### config.mk
export PLATFORM = sky130hd
export DESIGN_NAME = cga_front
export DESIGN_NICKNAME = d
export VERILOG_FILES = /design/src/rtl/cga_pkg.sv /design/src/rtl/cga_front.sv
export SDC_FILE = /design/constraint.sdc
export NUM_CORES = 1
export LEC_CHECK = 0
export BUFFER_PORTS_ARGS = -buffer_cell sky130_fd_sc_hd__buf_2
export CAP_MARGIN = 5
export CORE_MARGIN = 3
export CORE_UTILIZATION = 50
export CTS_CLUSTER_DIAMETER = 30
export CTS_CLUSTER_SIZE = 10
export DETAILED_ROUTE_END_ITERATION = 8
export GPL_TIMING_DRIVEN = 0
export PLACE_DENSITY = 0.72
export SETUP_SLACK_MARGIN = 0.4
export SLEW_MARGIN = 25
export SYNTH_ARGS = -nofsm -noshare
export SYNTH_HDL_FRONTEND = slang
export SYNTH_SLANG_ARGS = --single-unit
export TNS_END_PERCENT = 1
### constraint.sdc
create_clock -name clk -period 7.6 [get_ports clk]
set_input_delay 0.76 -clock clk [delete_from_list [all_inputs] [get_ports clk]]
set_output_delay 0.76 -clock clk [all_outputs]
set_load 0.05 [all_outputs]
### src/rtl/cga_pkg.sv
// Shared types, constants and helper functions of the CGA register and memory unit.
package cga_pkg;

  // Request codes carried in the input tuser.
  localparam logic [1:0] OP_READ  = 2'd0;
  localparam logic [1:0] OP_WRITE = 2'd1;
  localparam logic [1:0] OP_TICK  = 2'd2;

  // Port offsets inside the sixteen-port window.
  localparam logic [3:0] IO_LAST_CRTC = 4'd7;
  localparam logic [3:0] IO_MODE      = 4'd8;
  localparam logic [3:0] IO_COLOR     = 4'd9;
  localparam logic [3:0] IO_STATUS    = 4'd10;
  localparam int unsigned IO_SPAN     = 15;

  localparam logic [1:0] BE_HIGH = 2'd2;
  localparam logic [1:0] BE_BOTH = 2'd3;

  // Fixed field and state widths.
  localparam int unsigned ADDR_W   = 20;
  localparam int unsigned IOB_W    = 16;
  localparam int unsigned DATA_W   = 16;
  localparam int unsigned VOFF_W   = 16;
  localparam int unsigned SEL_W    = 5;
  localparam int unsigned FRAME_W  = 17;
  localparam int unsigned BLINK_W  = 22;
  localparam int unsigned LINE_W   = 10;

  // Parameter defaults.
  localparam int unsigned DEF_VRAM_BYTES       = 16384;
  localparam int unsigned DEF_CRTC_COUNT       = 18;
  localparam int unsigned DEF_FRAME_TICKS      = 79545;
  localparam int unsigned DEF_RETRACE_START    = 74200;
  localparam int unsigned DEF_BLINK_HALF_TICKS = 2386364;
  localparam int unsigned DEF_LINE_TICKS       = 228;

  localparam int unsigned DISPLAY_TICKS = 180;

  localparam logic [ADDR_W-1:0] RST_VRAM_BASE = 20'hB8000;
  localparam logic [IOB_W-1:0]  RST_IO_BASE   = 16'h03D0;
  localparam logic [7:0]        RST_MODE      = 8'h29;
  localparam logic [7:0]        STAT_RETRACE  = 8'h08;
  localparam logic [7:0]        STAT_DISPLAY  = 8'h01;

  localparam logic CFG_VRAM_BASE = 1'b0;
  localparam logic CFG_IO_BASE   = 1'b1;

  // What the back end has to do with one queued item.
  typedef enum logic [3:0] {
    K_NONE  = 4'd0,   // tick-free no-op or miss: nothing claimed
    K_CLAIM = 4'd1,   // claimed, no effect, reads zero
    K_VRD   = 4'd2,
    K_VWR   = 4'd3,
    K_IDX   = 4'd4,
    K_CRD   = 4'd5,
    K_CWR   = 4'd6,
    K_MODE  = 4'd7,
    K_COLOR = 4'd8,
    K_STAT  = 4'd9,
    K_TICK  = 4'd10
  } item_kind_t;

  typedef struct packed {
    item_kind_t          kind;
    logic [VOFF_W-1:0]   off;
    logic                last;    // offset is the final byte of the window
    logic [7:0]          wbyte;
    logic [DATA_W-1:0]   data;
    logic [1:0]          be;
    logic                word;
  } item_t;

  function automatic logic [7:0] crtc_mask(input logic [SEL_W-1:0] i);
    logic [7:0] m;
    case (i)
      5'd0, 5'd1, 5'd2, 5'd3, 5'd13, 5'd15: m = 8'hFF;
      5'd4, 5'd6, 5'd7, 5'd10:              m = 8'h7F;
      5'd5, 5'd9, 5'd11:                    m = 8'h1F;
      5'd8:                                 m = 8'hF3;
      5'd12, 5'd14:                         m = 8'h3F;
      default:                              m = 8'h00;
    endcase
    return m;
  endfunction

  function automatic logic [7:0] crtc_init(input logic [SEL_W-1:0] i);
    logic [7:0] v;
    case (i)
      5'd0:    v = 8'h71;
      5'd1:    v = 8'h50;
      5'd2:    v = 8'h5A;
      5'd3:    v = 8'h0A;
      5'd4:    v = 8'h1F;
      5'd5:    v = 8'h06;
      5'd6:    v = 8'h19;
      5'd7:    v = 8'h1C;
      5'd8:    v = 8'h02;
      5'd9:    v = 8'h07;
      5'd10:   v = 8'h06;
      5'd11:   v = 8'h07;
      default: v = 8'h00;
    endcase
    return v;
  endfunction

  // Places a byte on the lane a byte read asked for.
  function automatic logic [DATA_W-1:0] on_lane(input logic [1:0] be, input logic [7:0] b);
    return (be == BE_HIGH) ? {b, 8'h00} : {8'h00, b};
  endfunction

endpackage

### src/rtl/cga_front.sv
// Front end: configuration registers, input decode and a two-entry item queue.
module cga_front #(
  parameter int unsigned VRAM_BYTES = cga_pkg::DEF_VRAM_BYTES
) (
  input  logic                         clk,
  input  logic                         rst,
  input  logic                         s_axis_tvalid,
  output logic                         s_axis_tready,
  input  logic [39:0]                  s_axis_tdata,
  input  logic [2:0]                   s_axis_tuser,
  input  logic                         cfg_valid,
  output logic                         cfg_ready,
  input  logic                         cfg_index,
  input  logic [cga_pkg::ADDR_W-1:0]   cfg_data,
  input  logic                         clearing,
  output logic                         q_valid,
  output cga_pkg::item_t               q_head,
  input  logic                         q_pop
);
  import cga_pkg::*;

  logic [ADDR_W-1:0] vram_base;
  logic [IOB_W-1:0]  io_base;

  assign cfg_ready = 1'b1;

  always_ff @(posedge clk) begin
    if (rst) begin
      vram_base <= RST_VRAM_BASE;
      io_base   <= RST_IO_BASE;
    end else if (cfg_valid) begin
      if (cfg_index == CFG_VRAM_BASE) begin
        vram_base <= cfg_data;
      end else begin
        io_base <= cfg_data[IOB_W-1:0];
      end
    end
  end

  logic [1:0]        opcode;
  logic              is_io;
  logic [ADDR_W-1:0] address;
  logic [DATA_W-1:0] wdata;
  logic [1:0]        be;
  logic              word;
  logic              is_wr;
  logic              vram_hit;
  logic              io_hit;
  logic [ADDR_W-1:0] vdiff;
  logic [3:0]        ioff;
  item_t             item;

  assign opcode  = s_axis_tuser[1:0];
  assign is_io   = s_axis_tuser[2];
  assign address = s_axis_tdata[19:0];
  assign wdata   = s_axis_tdata[35:20];
  assign be      = s_axis_tdata[37:36];
  assign word    = s_axis_tdata[38];
  assign is_wr   = (opcode == OP_WRITE);

  assign vdiff    = address - vram_base;
  assign ioff     = 4'(address - ADDR_W'(io_base));
  assign vram_hit = !is_io && (address >= vram_base) &&
                    ({1'b0, address} < ({1'b0, vram_base} + 21'(VRAM_BYTES)));
  assign io_hit   = is_io && (address >= ADDR_W'(io_base)) &&
                    ({1'b0, address} <= (21'(io_base) + 21'(IO_SPAN)));

  always_comb begin
    item.off   = VOFF_W'(vdiff);
    item.last  = (17'(item.off) + 17'd1) >= 17'(VRAM_BYTES);
    item.wbyte = (be == BE_HIGH) ? wdata[15:8] : wdata[7:0];
    item.data  = wdata;
    item.be    = be;
    item.word  = word;
    item.kind  = K_NONE;
    if (opcode == OP_TICK) begin
      item.kind = K_TICK;
    end else if (opcode == OP_READ || opcode == OP_WRITE) begin
      if (vram_hit) begin
        item.kind = is_wr ? K_VWR : K_VRD;
      end else if (io_hit) begin
        if (ioff <= IO_LAST_CRTC) begin
          if (ioff[0]) item.kind = is_wr ? K_CWR : K_CRD;
          else         item.kind = is_wr ? K_IDX : K_CLAIM;
        end else begin
          case (ioff)
            IO_MODE:   item.kind = is_wr ? K_MODE : K_CLAIM;
            IO_COLOR:  item.kind = is_wr ? K_COLOR : K_CLAIM;
            IO_STATUS: item.kind = is_wr ? K_CLAIM : K_STAT;
            default:   item.kind = K_CLAIM;
          endcase
        end
      end
    end
  end

  // Two-entry queue between decode and execution.
  item_t      q [2];
  logic       wr_ptr;
  logic       rd_ptr;
  logic [1:0] count;
  logic       push;

  assign s_axis_tready = (count != 2'd2) && !clearing;
  assign push          = s_axis_tvalid && s_axis_tready;
  assign q_valid       = (count != 2'd0);
  assign q_head        = q[rd_ptr];

  always_ff @(posedge clk) begin
    if (push) begin
      q[wr_ptr] <= item;
    end
    if (rst) begin
      wr_ptr <= 1'b0;
      rd_ptr <= 1'b0;
      count  <= 2'd0;
    end else begin
      if (push)  wr_ptr <= !wr_ptr;
      if (q_pop) rd_ptr <= !rd_ptr;
      count <= count + 2'(push) - 2'(q_pop);
    end
  end

endmodule

# [Yosys cells after proc, flatten, opt, wreduce, memory -nomap -nowiden]
# Memories as Yosys holds them, arrays and structs flattened. A register that Yosys moved wholly into a read port is not among the register bits.
# Cells that the tools add are included.
[word_totals] register_bits=40 inputBits=70 mem_bits_rw=96 out_inout_bits=51 latchBits=0 mem_count=1 wordCells=60 mem_bits_ro=0
[op_classes] n_reduce_logical=15 shift=0 div=0 n_addsub=7 mul=0 magnitude_cmp=6 muxes=18 bitwise_logic=1 eq_ne=7
[memory_table] memory="q" depth=2 width=48 rd=1 rd_clocked_by_memory_dff=1 wr=1 line_no="cga_front.sv:98" text="item_t q [2];"
[ops] cell="4-bit two-way mux" n=7
[ops] cell="20-bit by 15-bit adder with 21-bit output (second input constant)" n=1
[ops] cell="20-bit by 21-bit < comparator with 1-bit output" n=1
[ops] cell="20-bit by 16-bit greater-or-equal comparator with 1-bit output" n=1
[ops] cell="20-bit greater-or-equal comparator" n=1
[ops] cell="20-bit by 17-bit less-or-equal comparator with 1-bit output" n=1
[ops] cell="16-bit by 1-bit adder with 17-bit output (second input constant)" n=1
[ops] cell="16-bit by 4-bit adder with 17-bit output (second input constant)" n=1
[ops] cell="17-bit by 15-bit greater-or-equal comparator with 1-bit output (second input constant)" n=1
[ops] cell="16-bit subtractor" n=1
[ops] cell="4-bit == test (second input constant)" n=3
[ops] cell="4-bit one-hot mux with 3 select lines" n=1
[ops] cell="3-bit two-way mux" n=3
[ops] cell="8-bit two-way mux" n=1
[ops] cell="1-bit logical AND" n=6
[ops] cell="1-bit two-way mux" n=5
[ops] cell="2-bit == test (second input constant)" n=2
[ops] cell="4-bit by 3-bit less-or-equal comparator with 1-bit output (second input constant)" n=1
[ops] cell="1-bit zero test" n=4
[ops] cell="2-bit AND reduction" n=2
[ops] cell="4-bit subtractor" n=1
[ops] cell="2-bit by 1-bit adder with 2-bit output" n=1
[ops] cell="2-bit by 1-bit == test with 1-bit output (second input constant)" n=1
[ops] cell="2-bit zero test" n=1
[ops] cell="6 further kinds" n=6

# [Longest topological paths before layout]
# Gate-level depths: netlist (run 1).
[depth] ltp_word=8 depth_mapped=15 mapped_depth_nobuf=15

# [Worst setup path after synthesis (run 1)]
# OpenSTA, ideal clock, no wires.
[synth_timing] path_kind="input to register" startpoint="in clearing" endpoint="mem q[0][0] (netlist name) (enable)" path_slack_ns=3.243 arrival_ns=3.903 n_path_buf=0 required_ns=7.146 setup_time_ns=0.454 cell_stages=3 cell_sequence="a21oi_1 -> nand2_1 -> nor2_1"
[synth_via] elab_chain_len=5
[synth_rtl] item="start: declaration" line_no="cga_front.sv:15" text="input logic clearing,"
[synth_rtl] item="1-bit zero test" line_no="cga_front.sv:104" text="assign s_axis_tready = (count != 2'd2) && !clearing;"
[synth_rtl] item="1-bit logical AND" line_no="cga_front.sv:104"
[synth_rtl] item="1-bit logical AND" line_no="cga_front.sv:105" text="assign push = s_axis_tvalid && s_axis_tready;"
[synth_rtl] item="1-bit two-way mux" line_no="cga_front.sv:110" text="if (push) begin"
[synth_rtl] item="1-bit two-way mux (implied by the code)" line_no="cga_front.sv:111" text="q[wr_ptr] <= item;"
[synth_rtl] item="end: declaration" line_no="cga_front.sv:98"
# Every way passes these cells.

==> results of run 1 <==
[kinds of logic after synthesis]
kind of cell               after synthesis  share of synthesized area
and+or+nand+nor                        188                      0.122
DFF                                    137                      0.495
AOI/OAI and AO/OA                      125                      0.109
buffers and inverters                   74                     0.0376
adders and majority gates               65                      0.111
muxes                                   57                     0.0858
xor gates and xnor gates                34                     0.0398
other                                    1                   0.000501
[power groups by stage]
stage / clock network [W] / logic [W] / registers [W]
finish: 0.000838 / 0.000472 / 0.000877
global route: 0.000880 / 0.000515 / 0.000881
CTS: 0.000847 / 0.000473 / 0.000877
detailed placement: 0 / 0.000471 / 0.000893
global placement: 0 / 0.000455 / 0.000892
floorplan: 0 / 0.000351 / 0.000887
[cell usage in the layout, fill, tap and decap left out, drive strengths merged, types with 10 or more instances in the layout]
cell	netlist	routed
a21oi	51	51
nor2	24	24
ha	63	63
nand2	81	81
xnor2	28	28
nor2b	10	10
clkbuf	23	40
buf	2	121
o21ai	12	12
edfxtp	96	96
nand3	14	14
dfxtp	41	41
a21o	16	16
inv	49	57
mux2	57	57
nor3	16	16
[stage by stage]
step	util	instances	cell area [um^2]	total power, W
4_1_cts	0.613	1016	8950	0.00220
6_report	0.613	1016	8950	0.00219
2_1_floorplan	-	681	7480	0.00124
3_3_place_gp	0.569	983	8310	0.00135
3_5_place_dp	0.572	984	8340	0.00136
5_1_grt	0.613	1016	8950	0.00228
[registers in the layout, summed over array words and instances, names as in the netlist, named ones only]
signal and count:
rd_ptr 1, count 2, vram_base 20, q 96, io_base 16, wr_ptr 1
[Yosys cell counts, drive strengths merged (2+ instances only)]
cell	instances
inv	49
nor4	3
a21o	16
nand4	8
or3	2
buf	2
a31oi	2
a21oi	51
nor3	16
a221oi	2
nand3	14
xnor2	28
clkbuf	23
fa	2
ha	63
o21a	6
o21ai	12
o311ai	2
nand2	81
edfxtp	96
nand2b	3
mux2	57
a211oi	2
and4	3
or2	2
o31ai	3
xor2	6
nand3b	6
nor3b	2
nor2b	10
and2	3
a211o	6
dfxtp	41
o211ai	3
a22oi	2
nor2	24
o31a	3
and3	8
a2111oi	2
[layout make-up]
cell class,instances,area (um^2)
sequential,137,3700
fill,1165,5640
timing repair buffer,119,611
multi-input combinational,470,3510
inverter,49,184
buffer,25,97.6
clock inverter,15,183
tap,184,230
clock buffer,17,425
[per-layer routing]
layer | track usage | part of all wire | vias to the layer above | routed length [um]
li1 | - | - | 2757 | -
met1 | 0.262 | 0.43 | 2611 | 7360
met2 | 0.358 | 0.50 | 147 | 8450
met3 | 0.0490 | 0.053 | 24 | 903
met4 | 0.0693 | 0.018 | 0 | 308
met5 | 0 | 0 | - | 0
[worst paths after layout]
path	to	from	slack [ns]	depth (start not counted)
max	q[1][47]	io_base[0]	3.68	13
min	vram_base[13]	vram_base[13]	0.45	2
max reg2reg	q[1][47]	io_base[0]	3.68	13
min reg2reg	vram_base[13]	vram_base[13]	0.45	2
[worst reg2reg max path: stages (launching register included)]
cell and delay, ns:
sky130_fd_sc_hd__dfxtp_1 0.40, sky130_fd_sc_hd__inv_1 0.09, sky130_fd_sc_hd__ha_1 0.23, sky130_fd_sc_hd__and3_1 0.19, sky130_fd_sc_hd__clkbuf_1 0.17, sky130_fd_sc_hd__nor3_1 0.36, sky130_fd_sc_hd__nand3_1 0.17, sky130_fd_sc_hd__xnor2_1 0.17
sky130_fd_sc_hd__ha_1 0.29, sky130_fd_sc_hd__nand3_1 0.10, sky130_fd_sc_hd__or3_4 0.35, sky130_fd_sc_hd__or4_4 0.49, sky130_fd_sc_hd__a21o_1 0.20, sky130_fd_sc_hd__o32ai_1 0.48
==> results by stage, run 1 <==
Yosys:
- The synthesized netlist occupies a cell area of 7480 um^2.
- The number of warnings reported in the yosys synthesis log is 0.
- The leading register cell type out of synthesis is sky130_fd_sc_hd__edfxtp_1.
- After synthesis, the cell types taking the most area are sky130_fd_sc_hd__edfxtp_1, sky130_fd_sc_hd__dfxtp_1, sky130_fd_sc_hd__ha_1, sky130_fd_sc_hd__mux2_2, sky130_fd_sc_hd__nand2_1.
- The average instance in the mapped netlist occupies 11.0 um^2.
- In this run, synthesis inferred 96 flip-flops with an integrated enable.
- Of the post-synthesis cell area, the dominant cell type holds 0.385.
- For this run, the register share of the synthesized area comes to 0.495.
- Synthesis produced a netlist whose cell count is 681.
- The proportion of synthesized flip-flops having asynchronous set or reset is 0.
- The top cell type by total area after synthesis is sky130_fd_sc_hd__edfxtp_1.
- In this run, distinct cell masters in the synthesized netlist total 58.
- When the netlist entered floorplanning its net count stood at 816.
- The total of flip-flops plus latches after synthesis is 137.

Job:
- Max-cap violations in this run came to 0.

Timing:
- The setup-violating endpoint count in the final report is 0.
- The count of final hold-check violations came to 0.
- The number of pins exceeding their max-slew limit in the final report is 0.
- The worst pin sits at a relative slew slack of 0.503.
- The maximum frequency from static timing analysis is 255 MHz.
- For the pin with the worst max-slew slack, the measured transition is 0.744 ns.
- Setup repair after global routing left no endpoint under its margin.
- Setup slack on the critical path of the routed design comes to 3.68 ns.
- The final critical-path share of the clock period is 0.516.
- The sum of negative setup slack is 0 ns.
- The routed design could run at a clock period as short as 3.92 ns.
- The clock skew is 0.00978 ns.
- The hold slack is 0.454 ns.

Drt:
- In the routed layout, each cell is associated on average with a via count of 5.45.
- The count of TritonRoute iterations in the first routing pass is 5.
- After detailed routing, the average wire length per cell comes to 16.8 um.
- The routed layout has 5539 vias.
- The count of nets left with antenna violations once routing finished came out at 0.
- The number of DRC markers in iteration 0 is 259.
- The wire length after detailed routing is 17.0 mm.
- The remaining routing DRC violations is 0.

Finish:
- The share of layout cells above drive strength 1 is 0.260.
- The area growth from synthesis to layout is 19.5%.
- The number of antenna repair diodes is 0.
- The net total in the final layout is 954.

Worst setup path:
- The kind of end point of the critical path is a register.
- Data on the critical path arrives at its endpoint at 4.08 ns.
- The setup path with the least slack is of type register to register.
- The library cell contributing the largest single delay on the critical path is sky130_fd_sc_hd__or4_4.
- STA classifies the critical path startpoint as a register.
- The number of buffer and inverter instances along the worst setup path is 2.
- Among cell families on the critical path, the largest total delay comes from simple AND/OR/NAND/NOR gates.
- The critical path goes through inv_1 -> ha_1 -> and3_1 -> clkbuf_1 -> nor3_1 -> nand3_1 -> xnor2_1 -> ha_1 -> nand3_1 -> or3_4 -> or4_4 -> a21o_1 -> o32ai_1.
- The delay of the slowest cell on the worst path is 0.49 ns.
- Along the worst path, the maximum fanout reaches 5.
- At the worst endpoint, the required time is 7.75 ns.

Placed design:
- The final estimated routing congestion in global placement is 0.870.
- The count of input and output buffers is 118.
- At the placement stage, the worst setup path has a slack of 3.63 ns.
- After legalization and detailed placement, the total HPWL measured 13.2 mm.

Global routing:
- The first global-routing pass estimated 27.2 mm of wire.
- The via count of the first global-routing pass is 5633.
- The leftover overflow at the end of global routing is 0.
- The number of antenna violations at the first check in global routing was 0.
- The combined global-route utilization of all metal layers is 0.209.
- The maximum number of pins on one net before global-route repair is 49.

CTS:
- The number of gates resized after CTS is 0.
- In this run the number of H-tree levels came out at 4.
- The number of buffers added for setup after CTS is 0.
- The number of buffers inserted by hold repair at cts is 0.
- The CTS tree is done.
- After clock tree synthesis, the clock-pin slew on the worst setup and hold paths is 0.06 ns.
- Buffers inserted during clock tree synthesis total 17.
- At the later pin of the worst-skew pair, clock insertion delay measures 0.42 ns.
- The clock passes through at most 2 buffers.
- The root cell of the clock tree is sky130_fd_sc_hd__clkbuf_16.
- The clock sink total is 137.

Die:
- In this run the vertical extent of the chip is 128 um.
- From left edge to right edge, the die measures 128 um.
- For this configuration, the core starts out at a cell density of 0.513.
- The floorplan core area is 14600 um^2.
- The number of rows created at floorplan is 44.
- The boundary pin count is 121.
- The die covers 16500 um^2.

Pwr:
- The switching share of total power is 0.307.
- The worst-case IR drop observed on VDD is 144 uV.
- The sequential share of power is 0.401.
- For this design the static power due to leakage is 3.54 nW.
- The total power divided by cell area is 244 nW/um^2.
- The share of total power dissipated in the clock network is 0.383.
- For this design the total switching power over the nets is 0.000671 W.
- The internal power component is 0.00152 W.
- The share of total power dissipated in combinational logic is 0.216.

Run status:
- The flow ran to the end, and the final reports show no timing, DRC or antenna violations.

Min path:
- The worst hold-check path type is register to register.
Note: power is estimated with default switching activity, not from simulation.
==> run 2, diff against run 1 <==
--- a/config.mk
+++ b/config.mk
@@ -13,7 +13,7 @@
 export CTS_CLUSTER_SIZE = 10
 export DETAILED_ROUTE_END_ITERATION = 8
 export GPL_TIMING_DRIVEN = 0
-export PLACE_DENSITY = 0.72
+export PLACE_DENSITY = 0.75
 export SETUP_SLACK_MARGIN = 0.4
 export SLEW_MARGIN = 25
 export SYNTH_ARGS = -nofsm -noshare
==> constraint.sdc (replaced) <==
create_clock -name clk -period 3.25 [get_ports clk]
set_input_delay 0.325 -clock clk [delete_from_list [all_inputs] [get_ports clk]]
set_output_delay 0.325 -clock clk [all_outputs]
set_load 0.05 [all_outputs]
==> results by stage, run 2 (synthesis gave the netlist of run 1 again) <==
CTS:
- The buffer levels on the longest clock path is 2 (unchanged).
- The clock transition time at the flip-flop clock pins of the worst setup and hold paths is 0.06 ns (about the same).
- The number of H-tree branching levels is 4 (unchanged).
- The root cell of the clock tree is sky130_fd_sc_hd__clkbuf_16.
- The clock sink total is 137 (unchanged).
- TritonCTS built the clock tree.
- The number of buffers inserted by hold repair at cts came to 0 (unchanged).
- The clock latency on the worst-skew pair is 0.43 ns (about the same).
- The CTS buffer count is 17 (unchanged).

Pwr:
- The worst IR drop on VDD is 438 uV (+200%).
- The total power divided by cell area is 559 nW/um^2 (+130%).
- The combinational share of power was 0.223 (+0.007).
- The net switching component of the power was 0.00159 W (+140%).
- The proportion of power drawn by the clock network is 0.380 (-0.003).
- The sequential share of power came to 0.397 (-0.004).
- The internal power component is 0.00358 W (+140%).
- The leakage power summed over all cells is 3.65 nW (+3.1%).
- The switching share of total power is 0.308 (+0.00107).

Global routing:
- The number of antenna violations at the first check in global routing is 1 (+1).
- The global-route wire length before repair is 26.3 mm (-3.1%).
- The via count of the first global-routing pass is 5321 (-5.5%).
- The leftover overflow at the end of global routing is 0 (unchanged).
- The combined global-route utilization of all metal layers is 0.203 (-0.00613).
- The maximum number of pins on one net before global-route repair is 49 (unchanged).

Timing:
- The setup-violating endpoint count in the final report was 6 (+6).
- The final critical delay including setup and external delays is 3.37 ns (-0.551 ns).
- The worst max-slew margin expressed relative to the limit is 0.564 (+0.0608).
- The actual transition at the worst max-transition pin is 0.654 ns (-0.0894 ns).
- The sum of negative setup slack is -0.501 ns (-0.501 ns).
- The maximum frequency from static timing analysis is 297 MHz (+16%).
- The clock skew is 0.00907 ns (-0.000705 ns).
- The number of pins exceeding their max-slew limit in the final report came to 0 (unchanged).
- The final worst-path setup slack is -0.122 ns (-3.80 ns).
- The final critical-path share of the clock period is 1.04 (+0.521).
- Setup repair after global routing could not meet its margin everywhere.
- The hold slack is 0.0873 ns (-0.367 ns).
- The count of final hold-check violations is 0 (unchanged).

Finish:
- The flip-flop count of the largest register, all copies and words added is 96 (unchanged).
- The largest registers in the layout are q: 96 flops, vram_base: 20 flops, io_base: 16 flops.
- The synthesis-to-layout area growth is 23.5%.
- Leaving out fill and tap cells, the most frequent cell in the layout is sky130_fd_sc_hd__buf_2.
- The share of layout cells above drive strength 1 came to 0.311 (+0.0515).
- The net total in the final layout is 961 (+0.73%).
- The library cells used most frequently in the layout, excluding fill and tap cells, are sky130_fd_sc_hd__buf_2, sky130_fd_sc_hd__edfxtp_1, sky130_fd_sc_hd__nand2_1.
- Counting flops per register, the top entry is q.
- The final instance area is 9240 um^2 (+3.3%).
- The count of placed standard cells in the final layout, fillers left out is 1024 (+0.79%).

Drt:
- The count of TritonRoute iterations in the first routing pass was 4 (-1).
- The count of vias placed by the detailed router is 5540 (+0.018%).
- The wire length after detailed routing is 16.6 mm (-2.6%).
- After detailed routing, no signal wire sits above met4.
- The number of DRC markers in iteration 0 is 265 (+2.3%).
- The met1 layer wirelength in the final routing was 7.38 mm (+0.15%).
- The remaining routing DRC violations is 0 (unchanged).
- The via-per-instance ratio came to 5.41 (-0.76%).
- The amount of wire on met3 after detailed routing is 914 um (+1.2%).
- The residual antenna-violating net count after detailed routing is 0 (unchanged).
- The average detailed-routed wire length per instance is 16.2 um (-3.4%).
- The detailed route wirelength on metal2 came to 7.92 mm (-6.2%).

Die:
- The boundary pin count is 121 (unchanged).
- The floorplan core area was 14600 um^2 (unchanged).
- The number of rows created at floorplan is 44 (unchanged).
- The vertical die dimension was 128 um (unchanged).
- The effective utilization at floorplan is 0.513 (unchanged).
- The die width is 128 um (unchanged).
- The die area is 16500 um^2 (unchanged).

Placed design:
- The HPWL after detailed placement came to 12.3 mm (-6.6%).
- The area after detailed placement is 8370 um^2 (+0.39%).
- The final estimated routing congestion in global placement was 0.893 (+2.7%).
- The total placed cells including tap cells is 985 (+0.10%).
- The count of input and output buffers was 118 (unchanged).

Worst setup path:
- The worst setup path is launched from a register.
- The kind of end point of the critical path is a register.
- The data required time at the worst endpoint is 3.42 ns (-4.33 ns).
- The number of buffer and inverter instances along the worst setup path is 0 (-2).
- The library cell contributing the largest single delay on the critical path is sky130_fd_sc_hd__dfxtp_2.
- The family of cells with the greatest summed delay on the critical path is simple AND/OR/NAND/NOR gates.
- The maximum fanout along the worst path is 4 (-1).
- The delay of the slowest cell on the worst path is 0.36 ns (-0.13 ns).
- The signal on the critical path passes through and3_4 -> nand2_4 -> nor2_4 -> nand3_4 -> nor3_4 -> nand3_1 -> xnor2_1 -> ha_1 -> nand3_2 -> or3_4 -> a2111o_1 -> o211ai_1 -> a21oi_2 -> and3_1 -> o31a_1.
- The worst path arrival time is 3.54 ns (-0.54 ns).
- The critical path is of the register to register type.

Job:
- The number of maximum-capacitance constraint violations is 0 (unchanged).

Run status:
- The flow ran to the end, but the final reports show violations.
- The final reports fail on negative setup slack.

Min path:
- In this run the worst hold path is classified as primary input to register.
-- run 2: changes by cell type in the layout (fill, tap and decap cells not counted), sizes merged --
| cell | previous run | this run |
|---|---|---|
| clkbuf | 40 | 41 |
| diode | 0 | 1 |
| buf | 121 | 127 |
| inv | 57 | 59 |
| clkinv | 3 | 1 |
-- run 2: final cells by class --
type | count | area [um^2]
Antenna cell | 1 | 2.50
Buffer | 25 | 111
Clock buffer | 17 | 425
Clock inverter | 15 | 179
Fill cell | 1160 | 5350
Inverter | 49 | 184
Multi-Input combinational cell | 470 | 3710
Sequential cell | 137 | 3710
Tap cell | 184 | 230
Timing Repair Buffer | 126 | 683
-- run 2: routing by layer --
layer,global-route usage,vias up
met3,0.0506,28
li1,-,2774
met2,0.325,145
met1,0.269,2593
met5,0,-
met4,0.0755,0
-- run 2: power groups by stage --
stage	logic (W)	registers (W)	clock network, W
2_1_floorplan	0.000823	0.00207	0
3_3_place_gp	0.00107	0.00208	0
6_report	0.00115	0.00205	0.00196
5_1_grt	0.00125	0.00206	0.00207
3_5_place_dp	0.00110	0.00209	0
4_1_cts	0.00113	0.00205	0.00198
-- run 2: final timing paths --
check | to | startpoint | slack, ns | cells past startpoint
max | q[0][45] | io_base[4] | -0.12 | 15
min | q[1][0] | s_axis_tdata[38] | 0.09 | 1
max reg2reg | q[0][45] | io_base[4] | -0.12 | 15
min reg2reg | vram_base[13] | vram_base[13] | 0.46 | 2
-- run 2: per-stage QoR --
step | power (W) | setup slack, ns | utilization
finish | 0.00517 | -0.122 | 0.633
floorplan | 0.00290 | 0.0750 | -
detailed placement | 0.00319 | -0.488 | 0.574
global placement | 0.00316 | -0.497 | 0.570
CTS | 0.00517 | -0.0656 | 0.626
global route | 0.00539 | -0.260 | 0.633
-- run 2: timing repair --
action                     in CTS  in global routing
buffers inserted                5                  1
pin swaps                       5                  7
hold endpoints to repair        0                  0
gates resized for setup        29                 24
setup endpoints to repair      10                 26
gates cloned                    0                  0
==> run 3, diff against run 2 <==
--- a/config.mk
+++ b/config.mk
@@ -13,7 +13,7 @@
 export CTS_CLUSTER_SIZE = 10
 export DETAILED_ROUTE_END_ITERATION = 8
 export GPL_TIMING_DRIVEN = 0
-export PLACE_DENSITY = 0.75
+export PLACE_DENSITY = 0.72
 export SETUP_SLACK_MARGIN = 0.4
 export SLEW_MARGIN = 25
 export SYNTH_ARGS = -nofsm -noshare
==> constraint.sdc (replaced) <==
create_clock -name clk -period 3.9 [get_ports clk]
set_input_delay 0.39 -clock clk [delete_from_list [all_inputs] [get_ports clk]]
set_output_delay 0.39 -clock clk [all_outputs]
set_load 0.05 [all_outputs]
==> results by stage, run 3 (synthesis gave the netlist of run 1 again) <==
Global routing:
- The combined global-route utilization of all metal layers is 0.212 (+0.00887).
- The global-route wire length before repair is 27.4 mm (+4.2%).
- The maximum number of pins on one net before global-route repair came to 49 (unchanged).
- The via count of the first global-routing pass is 5737 (+7.8%).
- The leftover overflow at the end of global routing is 0 (unchanged).
- The number of antenna violations at the first check in global routing is 0 (-1).

Timing:
- The sum of negative setup slack is 0 ns (+0.501 ns).
- The final worst-path setup slack is 0.499 ns (+0.621 ns).
- The hold slack is 0.160 ns (+0.0723 ns).
- The clock skew came to 0.00722 ns (-0.00185 ns).
- The final critical delay including setup and external delays is 3.40 ns (+0.0293 ns).
- The number of pins exceeding their max-slew limit in the final report is 0 (unchanged).
- The count of final hold-check violations came to 0 (unchanged).
- The worst max-slew margin expressed relative to the limit came to 0.547 (-0.0168).
- The final critical-path share of the clock period was 0.872 (-0.165).
- The maximum frequency from static timing analysis was 294 MHz (-0.86%).
- The setup-violating endpoint count in the final report is 0 (-6).
- The actual transition at the worst max-transition pin came to 0.674 ns (+0.0200 ns).
- Setup repair after global routing could not meet its margin everywhere.

Min path:
- The source of the worst hold timing path is s_axis_tdata[38].
- The hold-critical path depth came to 1 (unchanged).
- The path with the worst hold slack has its endpoint at q[1][0].
- The min-delay analysis places its worst path in the category primary input to register.

Finish:
- The number of antenna repair diodes is 0 (-1).
- The net total in the final layout is 957 (-0.42%).
- The flip-flop count of the largest register, all copies and words added is 96 (unchanged).
- The register with the most flip-flops in the final layout is q.
- In the layout the commonest cells are sky130_fd_sc_hd__buf_2, sky130_fd_sc_hd__edfxtp_1, sky130_fd_sc_hd__nand2_1.
- The final instance area came to 9070 um^2 (-1.8%).
- Relative to the synthesized area, the layout overhead comes to 21.2%.
- The commonest non-fill, non-tap cell in the layout is sky130_fd_sc_hd__buf_2.
- The final core utilization is 0.622 (-0.0117).
- In the final layout, the registers with the most flip-flops are q: 96 flops, vram_base: 20 flops, io_base: 16 flops.
- The share of layout cells above drive strength 1 is 0.283 (-0.0284).

Worst setup path:
- The number of buffer and inverter instances along the worst setup path is 0 (unchanged).
- Among cell families on the critical path, the largest total delay comes from simple AND/OR/NAND/NOR gates.
- The endpoint of the most critical register-to-register path is q[1][45].
- The sort of element at the start of the critical path is a register.
- The kind of end point of the critical path is a register.
- By instance count, the cell type seen most on the critical path is sky130_fd_sc_hd__nand3_2.
- The worst reg-to-reg setup slack is 0.50 ns (+0.62 ns).
- The delay of the slowest cell on the worst path is 0.37 ns (about the same).
- The worst path arrival time is 3.57 ns (+0.03 ns).
- Traced cell by cell, the critical path runs through and3_4 -> nand2_2 -> nor2_4 -> nand3_2 -> nor3_4 -> nand3_2 -> xnor2_1 -> ha_1 -> nand3_1 -> or3_4 -> a2111o_1 -> o211ai_1 -> a21oi_2 -> and3_1 -> o31a_1.
- The data required time at the worst endpoint is 4.07 ns (+0.65 ns).
- The maximum fanout along the worst path is 4 (unchanged).
- The origin of the critical flop-to-flop path is io_base[6].
- The number of cells on the worst reg-to-reg path came to 15 (unchanged).
- The critical path class is register to register.
- The library cell contributing the largest single delay on the critical path is sky130_fd_sc_hd__dfxtp_4.

Die:
- The die width came to 128 um (unchanged).
- The number of rows created at floorplan was 44 (unchanged).
- The vertical die dimension came to 128 um (unchanged).
- The floorplan core area is 14600 um^2 (unchanged).
- The effective utilization at floorplan is 0.513 (unchanged).
- The boundary pin count is 121 (unchanged).
- The die area is 16500 um^2 (unchanged).

CTS:
- The CTS buffer count came to 17 (unchanged).
- The buffer levels on the longest clock path came to 2 (unchanged).
- The clock transition time at the flip-flop clock pins of the worst setup and hold paths is 0.06 ns (about the same).
- The number of buffers inserted by hold repair at cts was 0 (unchanged).
- The clock sink total is 137 (unchanged).
- TritonCTS built the clock tree.
- The tree is rooted in a sky130_fd_sc_hd__clkbuf_16.
- The number of H-tree branching levels was 4 (unchanged).
- The clock latency on the worst-skew pair came to 0.43 ns (about the same).

Placed design:
- The count of input and output buffers is 118 (unchanged).
- The area after detailed placement was 8370 um^2 (about the same).
- The HPWL after detailed placement is 13.4 mm (+8.7%).
- The post-placement worst setup slack is -0.0388 ns (+0.449 ns).
- The final estimated routing congestion in global placement came to 0.858 (-3.9%).

Run status:
- The flow ran to the end, and the final reports show no timing, DRC or antenna violations.

Pwr:
- The total power divided by cell area came to 465 nW/um^2 (-17%).
- The internal power component is 0.00290 W (-19%).
- The net switching component of the power came to 0.00132 W (-17%).
- The leakage power summed over all cells came to 3.57 nW (-2.4%).
- The proportion of power drawn by the clock network is 0.371 (-0.009).
- The worst IR drop on VDD was 322 uV (-26%).
- The sequential share of power is 0.405 (+0.008).
- The switching share of total power came to 0.313 (+0.00486).
- The combinational share of power is 0.223 (about the same).

Drt:
- The count of vias placed by the detailed router is 5636 (+1.7%).
- The residual antenna-violating net count after detailed routing is 0 (unchanged).
- The average detailed-routed wire length per instance is 16.9 um (+4.5%).
- The wire length after detailed routing is 17.2 mm (+4.0%).
- The remaining routing DRC violations is 0 (unchanged).
- The number of DRC markers in iteration 0 came to 320 (+21%).
- The count of TritonRoute iterations in the first routing pass is 4 (unchanged).
- The via-per-instance ratio is 5.53 (+2.2%).

Job:
- The number of maximum-capacitance constraint violations is 0 (unchanged).
## run 3: layout make-up
class | count | area [um^2]
buffer | 25 | 98.8
clock buffer | 17 | 425
clock inverter | 15 | 160
inverter | 49 | 184
sequential | 137 | 3710
tap | 184 | 230
multi-input combinational | 470 | 3590
timing repair buffer | 122 | 664
fill | 1142 | 5520
## run 3: repair_timing
action                                  4_1_cts  5_1_grt
buffers inserted                              1        1
gates resized for setup                       4       23
pin swaps                                     1        4
endpoints found under the setup margin        8        8
## run 3: worst max path at each step
stage	from	to	slack [ns]	cells past startpoint
3_3_place_gp	io_base[0]	q[0][47]	0.05	13
5_1_grt	io_base[0]	q[0][45]	0.36	15
2_1_floorplan	io_base[0]	q[0][45]	0.62	15
3_5_place_dp	io_base[0]	q[0][47]	-0.04	13
6_report	io_base[6]	q[1][45]	0.50	15
4_1_cts	io_base[0]	q[1][45]	0.29	15
## run 3: power by group through the flow
| stage | Clock (W) | Combinational, W | Sequential (W) |
|---|---|---|---|
| detailed placement | 0 | 0.000931 | 0.00174 |
| CTS | 0.00159 | 0.000939 | 0.00171 |
| floorplan | 0 | 0.000684 | 0.00173 |
| global placement | 0 | 0.000887 | 0.00174 |
| finish | 0.00157 | 0.000941 | 0.00171 |
| global route | 0.00165 | 0.00102 | 0.00172 |
## run 3: through the flow
stage,total power (W),instances
CTS,0.00424,1018
global route,0.00439,1019
global placement,0.00262,983
finish,0.00422,1019
floorplan,0.00241,681
detailed placement,0.00267,985
## run 3: worst register-to-register path, cell delays in order, from the launching register on
cell	delay [ns]
sky130_fd_sc_hd__dfxtp_4	0.37
sky130_fd_sc_hd__and3_4	0.19
sky130_fd_sc_hd__nand2_2	0.08
sky130_fd_sc_hd__nor2_4	0.13
sky130_fd_sc_hd__nand3_2	0.14
sky130_fd_sc_hd__nor3_4	0.24
sky130_fd_sc_hd__nand3_2	0.10
sky130_fd_sc_hd__xnor2_1	0.15
sky130_fd_sc_hd__ha_1	0.28
sky130_fd_sc_hd__nand3_1	0.09
sky130_fd_sc_hd__or3_4	0.36
sky130_fd_sc_hd__a2111o_1	0.30
sky130_fd_sc_hd__o211ai_1	0.14
sky130_fd_sc_hd__a21oi_2	0.09
sky130_fd_sc_hd__and3_1	0.18
sky130_fd_sc_hd__o31a_1	0.28
## run 3: layer usage
metal  wire, um  up-vias  global-route usage  part of all wire
met1       7380     2683               0.260              0.43
li1           -     2771                   -                 -
met5          0        -                   0                 0
met4        391        0              0.0874             0.023
met2       8630      145               0.361              0.50
met3        836       37              0.0477             0.049
